### config.mk
export PLATFORM = sky130hd
export DESIGN_NAME = bell_press_mode_sequencer
export DESIGN_NICKNAME = d
export VERILOG_FILES = /design/src/hw/rtl/bpms_pkg.sv /design/src/hw/rtl/bpms_core.sv /design/src/hw/rtl/bpms_skid.sv /design/src/hw/rtl/bell_press_mode_sequencer.sv
export SDC_FILE = /design/constraint.sdc
export NUM_CORES = 1
export LEC_CHECK = 0
export BUFFER_PORTS_ARGS = -buffer_cell sky130_fd_sc_hd__buf_2
export CORE_MARGIN = 2
export CORE_UTILIZATION = 50
export CTS_CLUSTER_DIAMETER = 30
export CTS_CLUSTER_SIZE = 16
export DETAILED_ROUTE_END_ITERATION = 8
export GPL_ROUTABILITY_DRIVEN = 0
export HOLD_SLACK_MARGIN = 0.08
export PLACE_DENSITY = 0.79
export SLEW_MARGIN = 20
export SYNTH_ARGS = -nofsm -noshare
export SYNTH_HDL_FRONTEND = slang
export SYNTH_SLANG_ARGS = --single-unit
### constraint.sdc
create_clock -name clock -period 17.9 [get_ports clock]
set_input_delay 2.685 -clock clock [delete_from_list [all_inputs] [get_ports clock]]
set_output_delay 2.685 -clock clock [all_outputs]
set_load 0.02 [all_outputs]
### src/hw/rtl/bpms_pkg.sv
package bpms_pkg;

   localparam logic [6:0]  STEP_TICKS        = 7'd100;
   localparam logic [11:0] SHORT_PRESS_TICKS = 12'd1000;
   localparam logic [11:0] ALARM_PRESS_TICKS = 12'd3000;
   localparam logic [11:0] HOLD_MAX          = 12'd4095;

   localparam logic [1:0] CSR_RING_UNITS  = 2'd0;
   localparam logic [1:0] CSR_GAP_UNITS   = 2'd1;
   localparam logic [1:0] CSR_PAUSE_UNITS = 2'd2;
   localparam logic [1:0] CSR_INVERT_BELL = 2'd3;

   localparam logic [2:0] PH_RING1      = 3'd0;
   localparam logic [2:0] PH_RING2      = 3'd2;
   localparam logic [1:0] PH_SLOT_GAP   = 2'd1;
   localparam logic [1:0] PH_SLOT_LAST  = 2'd3;
   localparam logic [2:0] PH_REP_RING1  = 3'd4;
   localparam logic [2:0] PH_REP_PAUSE  = 3'd7;

   typedef enum logic [2:0] {
      RUN_WAIT       = 3'd0,
      RUN_DING       = 3'd1,
      RUN_PEND_CONT  = 3'd2,
      RUN_CONT       = 3'd3,
      RUN_PEND_ALARM = 3'd4,
      RUN_ALARM      = 3'd5
   } mode_type;

   typedef struct packed {
      logic red;
      logic blue;
      logic green;
      logic bell;
   } lamp_type;

   localparam lamp_type LAMP_GREEN = '{red: 1'b0, blue: 1'b0, green: 1'b1, bell: 1'b0};
   localparam lamp_type LAMP_ALARM = '{red: 1'b1, blue: 1'b0, green: 1'b0, bell: 1'b1};

   typedef struct packed {
      logic [7:0] ring_units;
      logic [7:0] gap_units;
      logic [7:0] pause_units;
      logic       invert_bell;
   } cfg_type;

   typedef struct packed {
      logic bell_pin;
      logic green_lit;
      logic blue_lit;
      logic red_lit;
      logic pattern_active;
   } rsp_type;

   typedef struct packed {
      logic       finish;
      logic       lv_wr;
      lamp_type   lv;
      logic [2:0] phase;
      logic [7:0] cnt;
      logic [6:0] step;
   } pstep_type;

   function automatic pstep_type play_step(input logic [2:0] phase, input logic [7:0] cnt,
                                           input cfg_type cfg);
      pstep_type  r;
      logic [2:0] ph;
      logic [7:0] uc;
      logic [7:0] lim;
      logic       rep;
      logic       stop;
      r    = '0;
      ph   = phase;
      uc   = cnt;
      stop = 1'b0;
      lim  = 8'd0;
      rep  = 1'b0;
      for (int i = 0; i < 4; i++) begin
         if (!stop) begin
            rep = ph[2];
            case (ph[1:0])
               PH_SLOT_GAP:   lim = cfg.gap_units;
               PH_SLOT_LAST:  lim = cfg.pause_units;
               default:       lim = cfg.ring_units;
            endcase
            if ((ph[1:0] == PH_SLOT_LAST && !rep) || (uc >= lim && ph == PH_RING2)) begin
               r.finish = 1'b1;
               r.lv_wr  = 1'b1;
               r.lv     = '0;
               r.phase  = PH_RING1;
               r.cnt    = 8'd0;
               r.step   = 7'd0;
               stop     = 1'b1;
            end else if (uc < lim) begin
               r.lv_wr  = 1'b1;
               r.lv     = '{red: 1'b0, blue: rep, green: !rep, bell: !ph[0]};
               r.phase  = ph;
               r.cnt    = uc + 8'd1;
               r.step   = STEP_TICKS;
               stop     = 1'b1;
            end else if (ph == PH_REP_PAUSE) begin
               r.phase  = PH_REP_RING1;
               r.cnt    = 8'd0;
               r.step   = 7'd0;
               stop     = 1'b1;
            end else begin
               ph = ph + 3'd1;
               uc = 8'd0;
            end
         end
      end
      return r;
   endfunction

endpackage

### src/hw/rtl/bpms_core.sv
module bpms_core (
   input  logic              clock,
   input  logic              reset,
   input  logic              step_en,
   input  logic              button_level,
   input  bpms_pkg::cfg_type cfg,
   output bpms_pkg::rsp_type result
);

   bpms_pkg::mode_type  mode_ff, mode_in;
   logic                was_down_ff, was_down_in;
   logic [11:0]         hold_ff, hold_in;
   logic                pend_ff, pend_in;
   logic                run_ff, run_in;
   logic [2:0]          phase_ff, phase_in;
   logic [7:0]          cnt_ff, cnt_in;
   logic [6:0]          step_ff, step_in;
   bpms_pkg::lamp_type  lv_ff, lv_in;
   bpms_pkg::pstep_type ps;

   always_ff @(posedge clock) begin
      if (reset) begin
         mode_ff     <= bpms_pkg::RUN_WAIT;
         was_down_ff <= 1'b0;
         hold_ff     <= '0;
         pend_ff     <= 1'b0;
         run_ff      <= 1'b0;
         phase_ff    <= bpms_pkg::PH_RING1;
         cnt_ff      <= '0;
         step_ff     <= '0;
         lv_ff       <= bpms_pkg::LAMP_GREEN;
      end else if (step_en) begin
         mode_ff     <= mode_in;
         was_down_ff <= was_down_in;
         hold_ff     <= hold_in;
         pend_ff     <= pend_in;
         run_ff      <= run_in;
         phase_ff    <= phase_in;
         cnt_ff      <= cnt_in;
         step_ff     <= step_in;
         lv_ff       <= lv_in;
      end
   end

   assign ps = bpms_pkg::play_step(phase_ff, cnt_ff, cfg);

   always_comb begin
      mode_in     = mode_ff;
      was_down_in = was_down_ff;
      hold_in     = hold_ff;
      pend_in     = pend_ff;
      run_in      = run_ff;
      phase_in    = phase_ff;
      cnt_in      = cnt_ff;
      lv_in       = lv_ff;
      step_in     = (step_ff != 7'd0) ? step_ff - 7'd1 : 7'd0;

      if (!button_level) begin
         if (!was_down_ff) begin
            was_down_in = 1'b1;
            hold_in     = '0;
         end else begin
            hold_in = (hold_ff != bpms_pkg::HOLD_MAX) ? hold_ff + 12'd1 : hold_ff;
            if (hold_in > bpms_pkg::SHORT_PRESS_TICKS &&
                hold_in < bpms_pkg::ALARM_PRESS_TICKS) begin
               lv_in   = '{red: 1'b0, blue: 1'b1, green: 1'b0, bell: lv_ff.bell};
               mode_in = bpms_pkg::RUN_PEND_CONT;
            end else if (hold_in > bpms_pkg::ALARM_PRESS_TICKS) begin
               lv_in   = '{red: 1'b1, blue: 1'b0, green: 1'b0, bell: lv_ff.bell};
               mode_in = bpms_pkg::RUN_PEND_ALARM;
            end
         end
      end else if (was_down_ff) begin
         was_down_in = 1'b0;
         hold_in = (hold_ff != bpms_pkg::HOLD_MAX) ? hold_ff + 12'd1 : hold_ff;
         if (hold_in < bpms_pkg::SHORT_PRESS_TICKS) begin
            unique case (mode_ff) inside
               bpms_pkg::RUN_CONT, bpms_pkg::RUN_ALARM,
               bpms_pkg::RUN_PEND_CONT, bpms_pkg::RUN_PEND_ALARM: begin
                  mode_in = bpms_pkg::RUN_WAIT;
                  lv_in   = '{red: 1'b0, blue: 1'b0, green: 1'b1, bell: lv_ff.bell};
                  run_in  = 1'b0;
               end
               default: begin
                  mode_in = bpms_pkg::RUN_DING;
                  run_in  = 1'b1;
               end
            endcase
            pend_in = 1'b1;
         end else if (mode_ff == bpms_pkg::RUN_PEND_CONT) begin
            mode_in = bpms_pkg::RUN_CONT;
            lv_in   = '{red: 1'b0, blue: 1'b1, green: 1'b0, bell: lv_ff.bell};
            pend_in = 1'b1;
            run_in  = 1'b1;
         end else if (mode_ff == bpms_pkg::RUN_PEND_ALARM) begin
            mode_in = bpms_pkg::RUN_ALARM;
            lv_in   = '{red: 1'b1, blue: 1'b0, green: 1'b0, bell: lv_ff.bell};
            pend_in = 1'b1;
            run_in  = 1'b0;
         end
      end

      if (pend_in) begin
         unique case (mode_in)
            bpms_pkg::RUN_WAIT: begin
               pend_in = 1'b0;
               lv_in   = bpms_pkg::LAMP_GREEN;
               run_in  = 1'b0;
            end
            bpms_pkg::RUN_DING: begin
               pend_in  = 1'b0;
               phase_in = bpms_pkg::PH_RING1;
               cnt_in   = '0;
               run_in   = 1'b1;
            end
            bpms_pkg::RUN_CONT: begin
               pend_in  = 1'b0;
               phase_in = bpms_pkg::PH_REP_RING1;
               cnt_in   = '0;
               run_in   = 1'b1;
            end
            bpms_pkg::RUN_ALARM: begin
               pend_in = 1'b0;
               lv_in   = bpms_pkg::LAMP_ALARM;
               run_in  = 1'b0;
            end
            default: ;
         endcase
      end else if (run_in && step_in == 7'd0) begin
         phase_in = ps.phase;
         cnt_in   = ps.cnt;
         step_in  = ps.step;
         if (ps.lv_wr) begin
            lv_in = ps.lv;
         end
         if (ps.finish) begin
            run_in  = 1'b0;
            mode_in = bpms_pkg::RUN_WAIT;
            pend_in = 1'b1;
         end
      end

      result.bell_pin       = ~(lv_in.bell ^ cfg.invert_bell);
      result.green_lit      = lv_in.green;
      result.blue_lit       = lv_in.blue;
      result.red_lit        = lv_in.red;
      result.pattern_active = run_in;
   end

endmodule

### src/hw/rtl/bpms_skid.sv
module bpms_skid (
   input  logic              clock,
   input  logic              reset,
   input  logic              push,
   input  bpms_pkg::rsp_type push_data,
   output logic              full,
   output logic              out_valid,
   input  logic              out_stall,
   output bpms_pkg::rsp_type out_data
);

   logic              head_valid_ff, head_valid_in;
   logic              skid_valid_ff, skid_valid_in;
   bpms_pkg::rsp_type head_ff, head_in;
   bpms_pkg::rsp_type skid_ff, skid_in;
   logic              take;

   assign take = head_valid_ff & ~out_stall;

   always_ff @(posedge clock) begin
      if (reset) begin
         head_valid_ff <= 1'b0;
         skid_valid_ff <= 1'b0;
      end else begin
         head_valid_ff <= head_valid_in;
         skid_valid_ff <= skid_valid_in;
      end
   end

   always_ff @(posedge clock) begin
      head_ff <= head_in;
      skid_ff <= skid_in;
   end

   always_comb begin
      head_valid_in = head_valid_ff;
      skid_valid_in = skid_valid_ff;
      head_in       = head_ff;
      skid_in       = skid_ff;
      if (push) begin
         if (!head_valid_ff || take) begin
            head_in       = push_data;
            head_valid_in = 1'b1;
         end else begin
            skid_in       = push_data;
            skid_valid_in = 1'b1;
         end
      end else if (take) begin
         if (skid_valid_ff) begin
            head_in       = skid_ff;
            skid_valid_in = 1'b0;
         end else begin
            head_valid_in = 1'b0;
         end
      end
   end

   assign full      = skid_valid_ff;
   assign out_valid = head_valid_ff;
   assign out_data  = head_ff;

endmodule

### src/hw/rtl/bell_press_mode_sequencer.sv
// result: each accepted tick word's result word is registered into the result buffer
// throughput: one tick word per cycle; a two-entry result buffer lets a new
// tick in while one result waits, and the tick side stalls only when both are full
// reset: synchronous, active high; mode wait, green lamp lit, bell off,
// registers back to ring 1, gap 2, pause 7, bell active low
module bell_press_mode_sequencer (
   input  logic       clock,
   input  logic       reset,
   input  logic       req_valid,
   output logic       req_stall,
   input  logic       req_button_level,
   output logic       rsp_valid,
   input  logic       rsp_stall,
   output logic       rsp_bell_pin,
   output logic       rsp_green_lit,
   output logic       rsp_blue_lit,
   output logic       rsp_red_lit,
   output logic       rsp_pattern_active,
   input  logic       csr_valid,
   output logic       csr_ready,
   input  logic [1:0] csr_index,
   input  logic [7:0] csr_data
);

   bpms_pkg::cfg_type cfg_ff, cfg_in;
   bpms_pkg::rsp_type core_rsp;
   bpms_pkg::rsp_type out_rsp;
   logic              accept;
   logic              full;

   assign csr_ready = 1'b1;

   always_ff @(posedge clock) begin
      if (reset) begin
         cfg_ff <= '{ring_units: 8'd1, gap_units: 8'd2, pause_units: 8'd7,
                     invert_bell: 1'b0};
      end else begin
         cfg_ff <= cfg_in;
      end
   end

   always_comb begin
      cfg_in = cfg_ff;
      if (csr_valid && csr_ready) begin
         unique case (csr_index)
            bpms_pkg::CSR_RING_UNITS:  cfg_in.ring_units  = csr_data;
            bpms_pkg::CSR_GAP_UNITS:   cfg_in.gap_units   = csr_data;
            bpms_pkg::CSR_PAUSE_UNITS: cfg_in.pause_units = csr_data;
            bpms_pkg::CSR_INVERT_BELL: cfg_in.invert_bell = csr_data[0];
            default: ;
         endcase
      end
   end

   assign req_stall = full;
   assign accept    = req_valid & ~full;

   bpms_core u_core (
      .clock        (clock),
      .reset        (reset),
      .step_en      (accept),
      .button_level (req_button_level),
      .cfg          (cfg_ff),
      .result       (core_rsp)
   );

   bpms_skid u_skid (
      .clock     (clock),
      .reset     (reset),
      .push      (accept),
      .push_data (core_rsp),
      .full      (full),
      .out_valid (rsp_valid),
      .out_stall (rsp_stall),
      .out_data  (out_rsp)
   );

   assign rsp_bell_pin       = out_rsp.bell_pin;
   assign rsp_green_lit      = out_rsp.green_lit;
   assign rsp_blue_lit       = out_rsp.blue_lit;
   assign rsp_red_lit        = out_rsp.red_lit;
   assign rsp_pattern_active = out_rsp.pattern_active;

   a_accept_gives_word: assert property (@(posedge clock) disable iff (reset)
      req_valid && !req_stall |=> rsp_valid)
      else $error("accepted tick produced no result word");

   a_stall_needs_backlog: assert property (@(posedge clock) disable iff (reset)
      !rsp_valid |-> !req_stall)
      else $error("tick side stalled with no result waiting");

   a_fill_on_blocked: assert property (@(posedge clock) disable iff (reset)
      req_valid && !req_stall && rsp_valid && rsp_stall |=> req_stall)
      else $error("result buffer lost a word");

   a_one_lamp: assert property (@(posedge clock) disable iff (reset)
      rsp_valid |-> $onehot0({rsp_green_lit, rsp_blue_lit, rsp_red_lit}))
      else $error("more than one lamp lit");

endmodule
* After elaboration in Yosys (flattened, before gate mapping)
Cells that the tools add are included.
Storage, ports and cells: register bits 77, latch bits 0, bits in writable memories 0, memory bits (read-only) 0, input port bits 16, output and inout bits 8, word-level logic and storage cells 267, memories kept 0
Operators by class: $add $sub $neg 9, multipliers 0, divide/modulo/power cells 0, order comparisons 12, equality and inequality tests 33, shift-type cells 0, multiplexer cells 132, bitwise gates (word level) 7, reduce and logical (&&, ||, !) cells 46
Operators by type and width (count):
- $mux W18 | 8
- $mux W8 | 17
- $mux W23 | 4
- $mux W24 | 3
- $mux W3 | 24
- $pmux W8 S2 | 4
- $mux W12 | 4
- $mux W4 | 12
- $mux W1 | 42
- $mux W5 | 8
- $add A8 B1 Y8 const B | 4
- $ge A8 B8 Y1 | 4
- $lt A8 B8 Y1 | 4
- $eq A3 B2 Y1 const B | 7
- $eq A3 B3 Y1 const B | 7
- $mux W7 | 3
- $reduce_and A2 Y1 | 7
- $add A12 B1 Y12 const B | 1
- $eq A2 B2 Y1 const B | 6
- $gt A12 B10 Y1 const B | 1
- $gt A12 B12 Y1 const B | 1
- $lt A12 B10 Y1 const B | 1
- $lt A12 B12 Y1 const B | 1
- $ne A12 B12 Y1 const B | 1
- 24 further kinds | 65

* Depth between registers and ports, before layout
Gate-level depths: netlist of run 1.
depth in word-level cells 37, mapped depth 56, mapped depth without buffers 52

* Cells and area by module
Synthesis of run 1 repeated with hierarchy kept, for this count alone.
Second synthesis, totals: cell total of the unflattened synthesis 846, area, all modules 6642.6 um^2
By module, submodules not included:
- bpms_core | instances 1, cells an instance 714, area each 5088.6 um^2, seq. area each 800.8 um^2
- bell_press_mode_sequencer | instances 1, cells an instance 103, area each 1058.5 um^2, seq. area each 500.5 um^2
- bpms_skid | instances 1, cells an instance 29, area each 495.5 um^2, seq. area each 340.3 um^2

* Least setup slack after synthesis of run 1
No wires, ideal clock.
path type flip-flop to flip-flop, start point register u_core.phase_ff[1], end point register u_skid.head_ff, in the netlist u_skid.out_data[4] (data pin), library setup time 0.260 ns, arrival 10.241 ns, required time 17.640 ns, slack 7.398 ns, stages on the path, launching flop included 52, buffers on the path 4, clock period less this slack 10.502 ns, cell sequence dfxtp_1 ha_1 clkbuf_1 nor2_1 a21oi_1 ha_1 nor2b_1 o211ai_1 a2111o_1 nand2_1 nor2_1 a21oi_1 inv_1 ha_1 clkbuf_1 nor2_1 a21oi_1 ha_1 [16 not listed] a21oi_1 o221ai_1 buf_1 mux2i_1 nor2_1 a21oi_1 ha_1 nor2b_1 o211ai_1 a21oi_1 or2_2 nor4_1 o21ai_0 a31oi_1 o2111ai_1 o311ai_4 xnor2_2 mux2_4
RTL lines:
- start, declared | line bpms_core.sv:15 | logic [2:0] phase_ff, phase_in;
- start signal, assigned | line bpms_core.sv:28 | phase_ff <= bpms_pkg::PH_RING1;
- start signal, assigned | line bpms_core.sv:38 | phase_ff <= phase_in;
- end signal, assigned | line bpms_skid.sv:31 | head_ff <= head_in;
- end, declared | line bpms_skid.sv:14 | bpms_pkg::rsp_type head_ff, head_in;

==> flow_summary.ini, run 1 <==
[worst_setup_path]
worst_path_most_repeated_cell = a21oi_1
critPathArrivalTime_ns = 12.69
crit_buf_inv = 3
crit_type = reg -> reg
crit_required_ns = 17.99
cpLargestDelayFamily = compound AO/OA/AOI/OAI gates
critPathLaunchType = register
slowest_stage = nor4_1
reg2reg_from = u_core.phase_ff[0]
cp-end-kind = register
critPathMaxFanout = 24
cp_slowest_stage_delay_ns = 0.63
crit_start = u_core.phase_ff[0]

[timing]
setup_ws_ns = 5.30
fmax_mhz = 79.4
rsz0062_at_grt = false
finalClockSkew_ns = 0.00601
fin_crit_sh = 0.704
final_max_slew_viol_count = 0
relSlewSlack = 0.303
max_slew.worst_pin.slew_ns = 1.04
period_minus_slack_ns = 12.60
finalSetupTns_ns = 0
finalSetupViolCount = 0
finalHoldViolations = 0

[synthesis]
ys_types = 79
ys.warnings.count = 0
yosysMostFrequentCell = a21oi_1
yosys.area.top_type = dfxtp_1
synth_edf_count = 10
ys_ff_latch = 77
syn_area_per_cell_um2 = 7.53
synth_top_area_share = 0.208
synthArstFlopShare = 0
synth.cell_area_um2 = 6460
syn_nets = 921
synthTopCellsByCount = a21oi_1 (109), nand2_1 (91), nor2_1 (88), dfxtp_1 (67)
syn_inst = 858
synthFlopType = dfxtp_1
yosysSeqAreaShare = 0.254
synth_area_leaders = dfxtp_1 (21%), ha_1 (9.1%), a21oi_1 (8.4%)

[grt]
grt_pass1_vias = 5989
grt_pass1_wl_um = 29100
grt_max_degree = 66
grtUsageTotal = 0.250
antenna_found_initial = 0
overflow = 0

[placement]
place_hpwl_um = 12800
post_dp_cell_area_um2 = 6670
port_buffers = 22
pre_cts_ws_ns = 5.69

[cts]
cts.repair.resized = 0
clock-root-buffer = clkbuf_16
cts_setup_buffers = 0
clk_pin_slew_worst_paths_ns = 0.06
clock-sinks = 77
cts_tree = done
numCtsBuffers = 9
cts_max_level = 3
clk_latency_ns = 0.34
postCtsHoldBufs = 0
cts_max_path_buffers = 2

[die]
dieArea_um2 = 13800
ioPinCount = 24
num_rows = 41
coreArea_um2 = 12600
die_x_um = 118
start_util = 0.512
chipHeight_um = 118

[pwr]
p_leak_nw = 2.66
ir_worst_vdd_mv = 0.0410
cellPowerDensity_nw_per_um2 = 85.2

[routing]
wl_per_cell_um = 17.0
drt_wl_total_um = 17600
drt-vias-per-instance = 6.35
remaining_drc_errors = 0
drtIter0Drc = 821
ant_nets = 0
drt-pass1-iter-count = 6
vias = 6552

[layout]
final_nets = 918
finish.instance_area_um2 = 7010
layout-drive-gt1-share = 0.0965
nFillCells = 1165
synthToLayoutAreaGrowth_pct = 8.44
finalCoreUtilization = 0.555
antenna_cells = 0

[run]
cap_violations = 0

[hold_path]
hp-class = reg -> reg
hp-start = u_core.step_ff[5]

[run_status]
status = finished, final reports clean
## cell families after synthesis
| logic type | count (synthesis) | share of synthesized area |
|---|---|---|
| adders and majority gates | 47 | 0.0910 |
| muxes | 21 | 0.0339 |
| buffers and inverters | 72 | 0.0436 |
| other | 1 | 0.000581 |
| xor gates and xnor gates | 12 | 0.0174 |
| and+or+nand+nor | 331 | 0.254 |
| DFF | 77 | 0.254 |
| AOI/OAI and AO/OA | 297 | 0.306 |
## power by group
part	internal [W]	total (W)	switching [W]
Combinational	0.0000681	0.000183	0.000115
Sequential	0.000189	0.000202	0.0000130
Clock	0.000136	0.000211	0.0000751
## per-layer routing
layer,global-route usage,up-vias,share of wire
met1,0.336,3024,0.44
li1,-,3185,-
met3,0.0412,44,0.080
met2,0.411,299,0.46
met4,0.0761,0,0.021
met5,0,-,0
## final cells by class
class | instances | area (um2) | share of cell area
Tap cell | 172 | 215 | 0.0307
Inverter | 29 | 109 | 0.0155
Clock buffer | 10 | 229 | 0.0327
Timing Repair Buffer | 29 | 163 | 0.0232
Sequential cell | 77 | 1640 | 0.234
Clock inverter | 6 | 111 | 0.0159
Multi-Input combinational cell | 709 | 4540 | 0.648
## path summary, 6_finish.rpt
| kind | cells after the start | slack, ns | end |
|---|---|---|---|
| max | 47 | 5.30 | u_skid.out_data[4] |
| min | 2 | 0.50 | u_core.step_ff[5] |
| max reg2reg | 47 | 5.30 | u_skid.out_data[4] |
| min reg2reg | 2 | 0.50 | u_core.step_ff[5] |
## worst reg2reg max path, delay by kind of cell (launching register included)
family	cells	cell delay [ns]
xor+xnor	1	0.10
fa+ha+maj	7	2.34
flops	1	0.41
mux	2	0.47
buf+inv	3	0.45
compound gates	20	4.69
simple gates	14	3.91
## through the flow
stage | total power (W) | instances | hold slack, ns
2_1_floorplan | 0.000342 | 858 | 0.446
6_report | 0.000597 | 1032 | 0.501
5_1_grt | 0.000630 | 1032 | 0.532
4_1_cts | 0.000595 | 1032 | 0.502
3_3_place_gp | 0.000381 | 1016 | 0.488
3_5_place_dp | 0.000384 | 1016 | 0.492
## placed cells by master, fill, tap and decap left out, drive strengths merged, types with 11 or more instances in the layout
master,synthesis,routed
xnor2,11,11
o21ai,50,50
o211ai,13,13
mux2i,17,17
a31oi,11,11
inv,29,29
buf,10,29
ha,47,47
nor2,89,89
a21oi,110,110
nand4,11,11
a22o,21,21
nand2b,11,11
nor3,18,18
nand2,91,91
and3,30,30
a22oi,11,11
nand3,26,26
nor2b,11,11
dfxtp,67,67
a211oi,13,13
## flip-flops by register name, summed over array words and instances, names as in the netlist
register,cells
u_core.lv_ff,4
u_core.run_ff,1
u_skid.skid_ff,5
u_skid.out_valid,1
u_skid.out_data,5
u_skid.full,1
u_core.hold_ff,12
u_core.phase_ff,3
u_core.cnt_ff,8
u_core.mode_ff,3
u_core.pend_ff,1
u_core.step_ff,7
cfg_ff,25
u_core.was_down_ff,1
Note: power is estimated with default switching activity, not from simulation.
==> run 2, diff against run 1 <==
--- a/config.mk
+++ b/config.mk
@@ -13,7 +13,7 @@
 export DETAILED_ROUTE_END_ITERATION = 8
 export GPL_ROUTABILITY_DRIVEN = 0
 export HOLD_SLACK_MARGIN = 0.08
-export PLACE_DENSITY = 0.79
+export PLACE_DENSITY = 0.81
 export SLEW_MARGIN = 20
 export SYNTH_ARGS = -nofsm -noshare
 export SYNTH_HDL_FRONTEND = slang
==> constraint.sdc (replaced) <==
create_clock -name clock -period 10.2 [get_ports clock]
set_input_delay 1.53 -clock clock [delete_from_list [all_inputs] [get_ports clock]]
set_output_delay 1.53 -clock clock [all_outputs]
set_load 0.02 [all_outputs]
==> run 2 against run 1 <==
Compared with the run above:
- flip-flop and latch count unchanged
- largest power group is now combinational logic
- register-to-register slack got worse by 5.3 ns
- die area did not move
- largest cell class unchanged
- fmax up 24%
==> flow_summary.ini, run 2 (same netlist as run 1, synthesis figures left out) <==
[run_status]
status = finished, final reports clean

[cts]
clock-root-buffer = clkbuf_16
cts_tree = done
cts_max_path_buffers = 2
clk_pin_slew_worst_paths_ns = 0.06
clk_latency_ns = 0.35
clock-sinks = 77
numCtsBuffers = 9
cts_max_level = 3

[timing]
final_max_slew_viol_count = 0
fin_crit_sh = 0.996
finalClockSkew_ns = 0.0121
finalSetupViolCount = 0
relSlewSlack = 0.297
fmax_mhz = 98.4
period_minus_slack_ns = 10.16
finalSetupTns_ns = 0
max_slew.worst_pin.slew_ns = 1.05
finalHoldViolations = 0
whs_ns = 0.505

[layout]
antenna_cells = 0
largest_register_ffs = 25
final_cells = 1073
synthToLayoutAreaGrowth_pct = 14.5
regMostFlops = cfg_ff
layout_commonest_cell = a21oi_1
layout-drive-gt1-share = 0.160
final_nets = 959
most-common-layout-cells = a21oi_1 (106), nand2_1 (89), nor2_1 (86)
largestRegisters = cfg_ff x25, u_core.hold_ff x12, u_core.cnt_ff x8

[routing]
drt-vias-per-instance = 6.53
vias = 7011
ant_nets = 0
drtIter0Drc = 902
remaining_drc_errors = 0
drt-pass1-iter-count = 6
wl_per_cell_um = 18.5
drt_wl_total_um = 19800

[worst_setup_path]
critPathMaxFanout = 9
cp_slowest_stage_delay_ns = 0.50
critPathArrivalTime_ns = 10.26
worst_path_most_repeated_cell = a21oi_1
crit_type = reg -> reg
critPathLaunchType = register
cp-end-kind = register
crit_required_ns = 10.29
slowest_stage = a2111o_1

[placement]
place_inst = 1046
port_buffers = 22
place_hpwl_um = 13700

[die]
coreArea_um2 = 12600
num_rows = 41
start_util = 0.512
die_x_um = 118
dieArea_um2 = 13800
ioPinCount = 24
chipHeight_um = 118

[grt]
grtUsageTotal = 0.273
grt_pass1_vias = 6421
overflow = 0
antenna_found_initial = 0
grt_pass1_wl_um = 31200
grt_max_degree = 66

[pwr]
clkPwrFrac = 0.312
switching_share = 0.367
p_int_w = 0.000669
p_leak_nw = 2.86
cellPowerDensity_nw_per_um2 = 143
p_sw_w = 0.000387
combPwrFrac = 0.355
ir_worst_vdd_mv = 0.0831
pwr-share-seq = 0.332

[hold_path]
hp-class = reg -> reg

[run]
cap_violations = 0
-- run 2: area by class of cell --
cell class / instances / area (um2)
repair buffers: 70 / 478
clock buffers: 10 / 229
inverters: 29 / 109
clock inverters: 6 / 71.3
fillers: 1126 / 5220
flip-flops and latches: 77 / 1640
multi-input cells: 709 / 4650
well taps: 172 / 215
-- run 2: path summary, 6_finish.rpt --
path         depth (start not counted)                  to  slack (ns)                from
max                                 50  u_skid.out_data[4]        0.04  u_core.phase_ff[1]
min                                  2  u_core.phase_ff[1]        0.51  u_core.phase_ff[1]
max reg2reg                         50  u_skid.out_data[4]        0.04  u_core.phase_ff[1]
min reg2reg                          2  u_core.phase_ff[1]        0.51  u_core.phase_ff[1]
-- run 2: layer usage --
layer	global-route usage	wire length [um]
met1	0.340	7810
met2	0.443	9130
met3	0.0514	1880
met4	0.149	1020
met5	0	0
-- run 2: worst max-delay path: cells and delay by family, from the launching register on --
| family | cells | cell delay, ns |
|---|---|---|
| AND/OR/NAND/NOR | 11 | 1.85 |
| buffers and inverters | 6 | 0.87 |
| adder cells (fa/ha/maj) | 7 | 1.85 |
| AO/OA/AOI/OAI | 23 | 4.38 |
| XOR/XNOR | 1 | 0.11 |
| flip-flops | 1 | 0.38 |
| multiplexers | 2 | 0.46 |
-- run 2: metrics by stage --
stage	area (um2)	worst slack [ns]	total power, W	util
2_1_floorplan	6480	0.0522	0.000602	-
3_3_place_gp	6910	0.413	0.000685	0.547
3_5_place_dp	6910	0.0534	0.000690	0.547
4_1_cts	7210	0.00622	0.00102	0.571
5_1_grt	7400	-0.423	0.00111	0.586
6_report	7400	0.0381	0.00106	0.586
-- run 2: repair_timing --
item | 4_1_cts | 5_1_grt
endpoints found under the setup margin | 0 | 28
resized for setup | 0 | 25
endpoints found under the hold margin | 0 | 0
setup buffers | 0 | 11
hold buffers | 0 | 0
-- run 2: power groups by stage --
| stage | sequential (W) | clock, W | combinational [W] |
|---|---|---|---|
| after CTS | 0.000350 | 0.000333 | 0.000337 |
| after global placement | 0.000357 | 0 | 0.000328 |
| after global routing | 0.000354 | 0.000343 | 0.000410 |
| after floorplan | 0.000356 | 0 | 0.000246 |
| final | 0.000351 | 0.000330 | 0.000375 |
| after detailed placement | 0.000357 | 0 | 0.000334 |
